==> config.mk <==
export PLATFORM = sky130hd
export DESIGN_NAME = lcd_mul
export DESIGN_NICKNAME = d
export VERILOG_FILES = /design/src/lcd_pkg.sv /design/src/lcd_mul.sv
export SDC_FILE = /design/constraint.sdc
export NUM_CORES = 2
export LEC_CHECK = 0
export BUFFER_PORTS_ARGS = -buffer_cell sky130_fd_sc_hd__buf_2
export CORE_UTILIZATION = 51
export DETAILED_ROUTE_END_ITERATION = 6
export GPL_TIMING_DRIVEN = 1
export PLACE_DENSITY = 0.67
export SYNTH_ARGS = -nofsm -noshare
export SYNTH_HDL_FRONTEND = slang
export SYNTH_SLANG_ARGS = --single-unit
==> constraint.sdc <==
create_clock -name clk -period 15.6 [get_ports clk]
set_input_delay 2.34 -clock clk [delete_from_list [all_inputs] [get_ports clk]]
set_output_delay 2.34 -clock clk [all_outputs]
set_load 0.005 [all_outputs]
==> src/lcd_pkg.sv <==
`timescale 1ns / 1ps
`default_nettype none
package lcd_pkg;
	localparam int OpW = 3;
	localparam int ColW = 12;
	localparam int SlotW = 4;
	localparam int RowW = 9;
	localparam int DataW = 32;
	localparam int WeightW = 31;
	localparam logic [WeightW-1:0] WeightReset = 31'h100_0000;

	typedef enum logic [OpW-1:0] {
		OP_LOAD_ENTRY = 3'd0,
		OP_LOAD_LIP   = 3'd1,
		OP_LOAD_RES   = 3'd2,
		OP_STEP       = 3'd3,
		OP_READ       = 3'd4
	} op_t;

	typedef struct packed {
		logic [OpW-1:0]   opcode;
		logic [ColW-1:0]  column;
		logic [SlotW-1:0] slot;
		logic [RowW-1:0]  row_index;
		logic signed [DataW-1:0] value;
	} in_item_t;

	typedef struct packed {
		logic signed [DataW-1:0] coord_value;
		logic signed [DataW-1:0] step_taken;
		logic status;
	} out_item_t;

	// rounded q8.24 product, floor((a*b + 2^23) / 2^24), unsaturated
	function automatic logic signed [40:0] qround(input logic signed [63:0] p);
		logic signed [63:0] t;
		begin
			t = p + 64'sd8388608;
			qround = {t[63], t[63:24]};
		end
	endfunction

	function automatic logic signed [DataW-1:0] sat32(input logic signed [47:0] v);
		begin
			if (v > 48'sd2147483647)
				sat32 = 32'sh7fffffff;
			else if (v < -48'sd2147483648)
				sat32 = 32'sh80000000;
			else
				sat32 = v[DataW-1:0];
		end
	endfunction

	function automatic logic is_sat(input logic signed [47:0] v);
		is_sat = (v > 48'sd2147483647) || (v < -48'sd2147483648);
	endfunction
endpackage
`default_nettype wire

==> src/lcd_mul.sv <==
`timescale 1ns / 1ps
`default_nettype none
// 32x32 signed multiply of q8.24 operands, rounded to 24 fraction bits and registered unsaturated
module lcd_mul (
	input  wire logic clk,
	input  wire logic signed [31:0] a,
	input  wire logic signed [31:0] b,
	output logic signed [40:0] prod_s1
);
	import lcd_pkg::*;
	logic signed [63:0] p;
	assign p = a * b;
	always_ff @(posedge clk) begin
		prod_s1 <= qround(p);
	end
endmodule
`default_nettype wire

==> summary.md <==
| Metric | Value |
|---|---|
| RSZ-0062 raised after global routing | false |
| # rows | 97 |
| Wire per inst | 20.9 um |
| Area taken by multi-input logic gates | around 31000 um2 |
| Fmax achieved | between 0.09 and 0.1 GHz |
| Detailed Routing Iterations Pass 1 | 7 |
| Storage element area | 801 um2 |
| Min-Delay Path Class | flop to output port |
| Worst-path clk slew | 0.07 ns |
| Sequential fraction of the synthesis area | 0.0219 |
| Setup Fix Bufs, Post-CTS | 0 |
| Worst EP arrival | 10.58 ns |
| Final period util | 0.662 |
| Nature of the critical path endpoint | flop |
| Asr flop ratio synth | 0 |
| Final wirelength | 98500 um |
| DR iter-0 viols | 1555 |
| Crit start category | primary input |
| Pin count of the biggest net entering global routing | 33 |
| Endpoints failing setup | 0 |
| Setup TNS | 0 ns |
| # resized after CTS | 0 |
| Post-DP HPWL | 80500 um |
| Main synth FF type | dfxtp_1 |
| Num CTS Buffers | 5 |
| Cells after Synth | 3854 |
| Post-route ant nets | 0 |
| Avg Cell Area, Syn | roughly 9.5 um2 |
| Synth warn | 0 |
| Root buffer cell | clkbuf_16 |
| CP required | 15.85 ns |
| Initial antenna violation count | 8 |
| H-tree depth | 2 |
| Count of cell types in the netlist | 62 |
| Final nets | around 5100 |
| Fill cells | 6379 |
| Final Slew Violations | 0 |
| Critical-path top delay cell | fa_1 |
| Post-cts hold buffer count | 0 |
| Via/cell ratio | 5.33 |
| DIE HEIGHT | 270 um |
| Top-Level Pins | 106 |
| Outcome | finished, final reports clean |
| Crit path max fanout | 32 |
| Initial core utilization | 0.518 |
| Synthesis-to-finish area growth | 3.27% |
| TritonCTS clock tree | yes |
| Drt drc | 0 |
| Crit path time final | 10.32 ns |
| Synth Register Bits | 40 |
| Largest registers | prod_s1 (40) |
| Worst path most repeated cell | fa_1 |
| Reg with most FFs | prod_s1 |
| Slew Limit Headroom | 0.379 |
| Gr ovfl total | 0 |
| Max FFs per register | 40 |
| Critical path class | primary input to flop |
| Full die area | 72700 um2 |
| Die Width | 270 um |
| Core footprint | between 70000 and 80000 um2 |
| EDFF count, synth | 0 |
| Mapped Area | roughly 37000 um2 |
| Final Hold Violating Endpoints | 0 |
| Fraction of layout cells with a size suffix above 1 | 0.0376 |
| Via count | 25200 |
| Post-synth net total | around 5200 |
| Max incr delay on CP | 0.84 ns |
| Max Cap Viol | 0 |
| CTS sink count | 40 |
| First-pass GRT wire length | between 150000 and 200000 um |
| Global Route Usage Sum | 0.293 |
| I/O Buffers | 105 |
| Placer Congestion | 0.920 |
| Slew @ Worst Pin | 0.925 ns |
| Vias in the first global route | 28000 |
| Clock Path Buffers | 2 |
path summary, 6_finish.rpt:
check | cells after the start | from | end
min | 1 | prod_s1[3]$_DFF_P_ | prod_s1[3]
max | 27 | b[5] | prod_s1[37]$_DFF_P_
synthesized netlist by cell type, types with 6 or more instances:
| cell type | count | share of area |
|---|---|---|
| o21ai_0 | 17 | 0.0023 |
| and3_1 | 7 | 0.0012 |
| nand2_1 | 513 | 0.053 |
| nand4_1 | 13 | 0.0022 |
| o211ai_1 | 6 | 0.0012 |
| a21o_1 | 34 | 0.0070 |
| fa_1 | 1082 | 0.59 |
| nor3_1 | 9 | 0.0012 |
| o21bai_1 | 11 | 0.0023 |
| a31oi_1 | 7 | 0.0012 |
| nand2b_1 | 9 | 0.0015 |
| xor2_1 | 18 | 0.0043 |
| a21oi_1 | 51 | 0.0070 |
| inv_1 | 972 | 0.10 |
| dfxtp_1 | 40 | 0.022 |
| clkbuf_1 | 201 | 0.021 |
| o21ai_1 | 6 | 0.00082 |
| nor2_1 | 50 | 0.0051 |
| ha_1 | 178 | 0.061 |
| and2_1 | 514 | 0.088 |
| xnor2_1 | 37 | 0.0089 |
| nor2b_1 | 6 | 0.0010 |
| nand3_1 | 14 | 0.0019 |
cell type report:
| cell class | instances | area share |
|---|---|---|
| inverter | 973 | 0.0968 |
| antenna | 2 | 0.000133 |
| sequential | 40 | 0.0212 |
| tap | 940 | 0.0312 |
| clock buffer | 7 | 0.00351 |
| timing repair buffer | 122 | 0.0173 |
| multi-input combinational | 2635 | 0.830 |
| clock inverter | 1 | 0.000232 |
layer usage:
| layer | part of all wire | GRT usage | wire, um |
|---|---|---|---|
| met2 | 0.47 | 0.465 | 46700 |
| met5 | 0.00076 | 0 | 75 |
| met4 | 0.033 | 0.0902 | 3220 |
| met3 | 0.083 | 0.0608 | 8160 |
| met1 | 0.41 | 0.407 | 40300 |
placed cells by master, fill, tap and decap left out, types with 6 or more instances in the layout:
master	n
nand2b_1	9
inv_1	972
fa_1	1082
nand4_1	13
o21ai_1	6
a31oi_1	7
o21ai_0	17
xor2_1	18
and3_1	7
nand2_1	513
ha_1	178
xnor2_1	37
a21oi_1	51
nor2b_1	6
dfxtp_1	40
and2_1	514
nor2_1	50
buf_4	17
buf_2	105
o21bai_1	11
a21o_1	34
nand3_1	14
nor3_1	9
o211ai_1	6
cell families (layout without fill, tap and decap cells):
kind of cell    count (synthesis)  count (layout)  synth area share
buf+inv                      1179            1103             0.121
fa+ha+maj                    1260            1260             0.653
other cells                     0               2                 0
mux                             1               1          0.000274
simple gates                 1148            1148             0.158
compound gates                171             171            0.0318
xor+xnor                       55              55            0.0132
flops                          40              40            0.0219
metrics by stage:
step / hold WS [ns] / utilization / setup WS [ns] / cells / instance area, um2
floorplan: 2.62 / - / 6.10 / 3854 / 36600
global placement: 2.72 / 0.533 / 5.01 / 4710 / 37600
detailed placement: 2.72 / 0.533 / 4.97 / 4710 / 37600
CTS: 3.08 / 0.535 / 5.27 / 4718 / 37700
global route: 3.09 / 0.535 / 4.88 / 4718 / 37700
finish: 3.06 / 0.535 / 5.28 / 4720 / 37700
worst max-delay path: cells and delay by family:
kind | cells | cell delay [ns]
AO/OA/AOI/OAI | 7 | 1.25
XOR/XNOR | 1 | 0.12
adder cells (fa/ha/maj) | 9 | 4.70
buffers and inverters | 8 | 1.72
AND/OR/NAND/NOR | 2 | 0.43
Power is left out: the tool's default activity adds up to more than one toggle a clock period on the data nets, which glitch-free logic cannot reach.
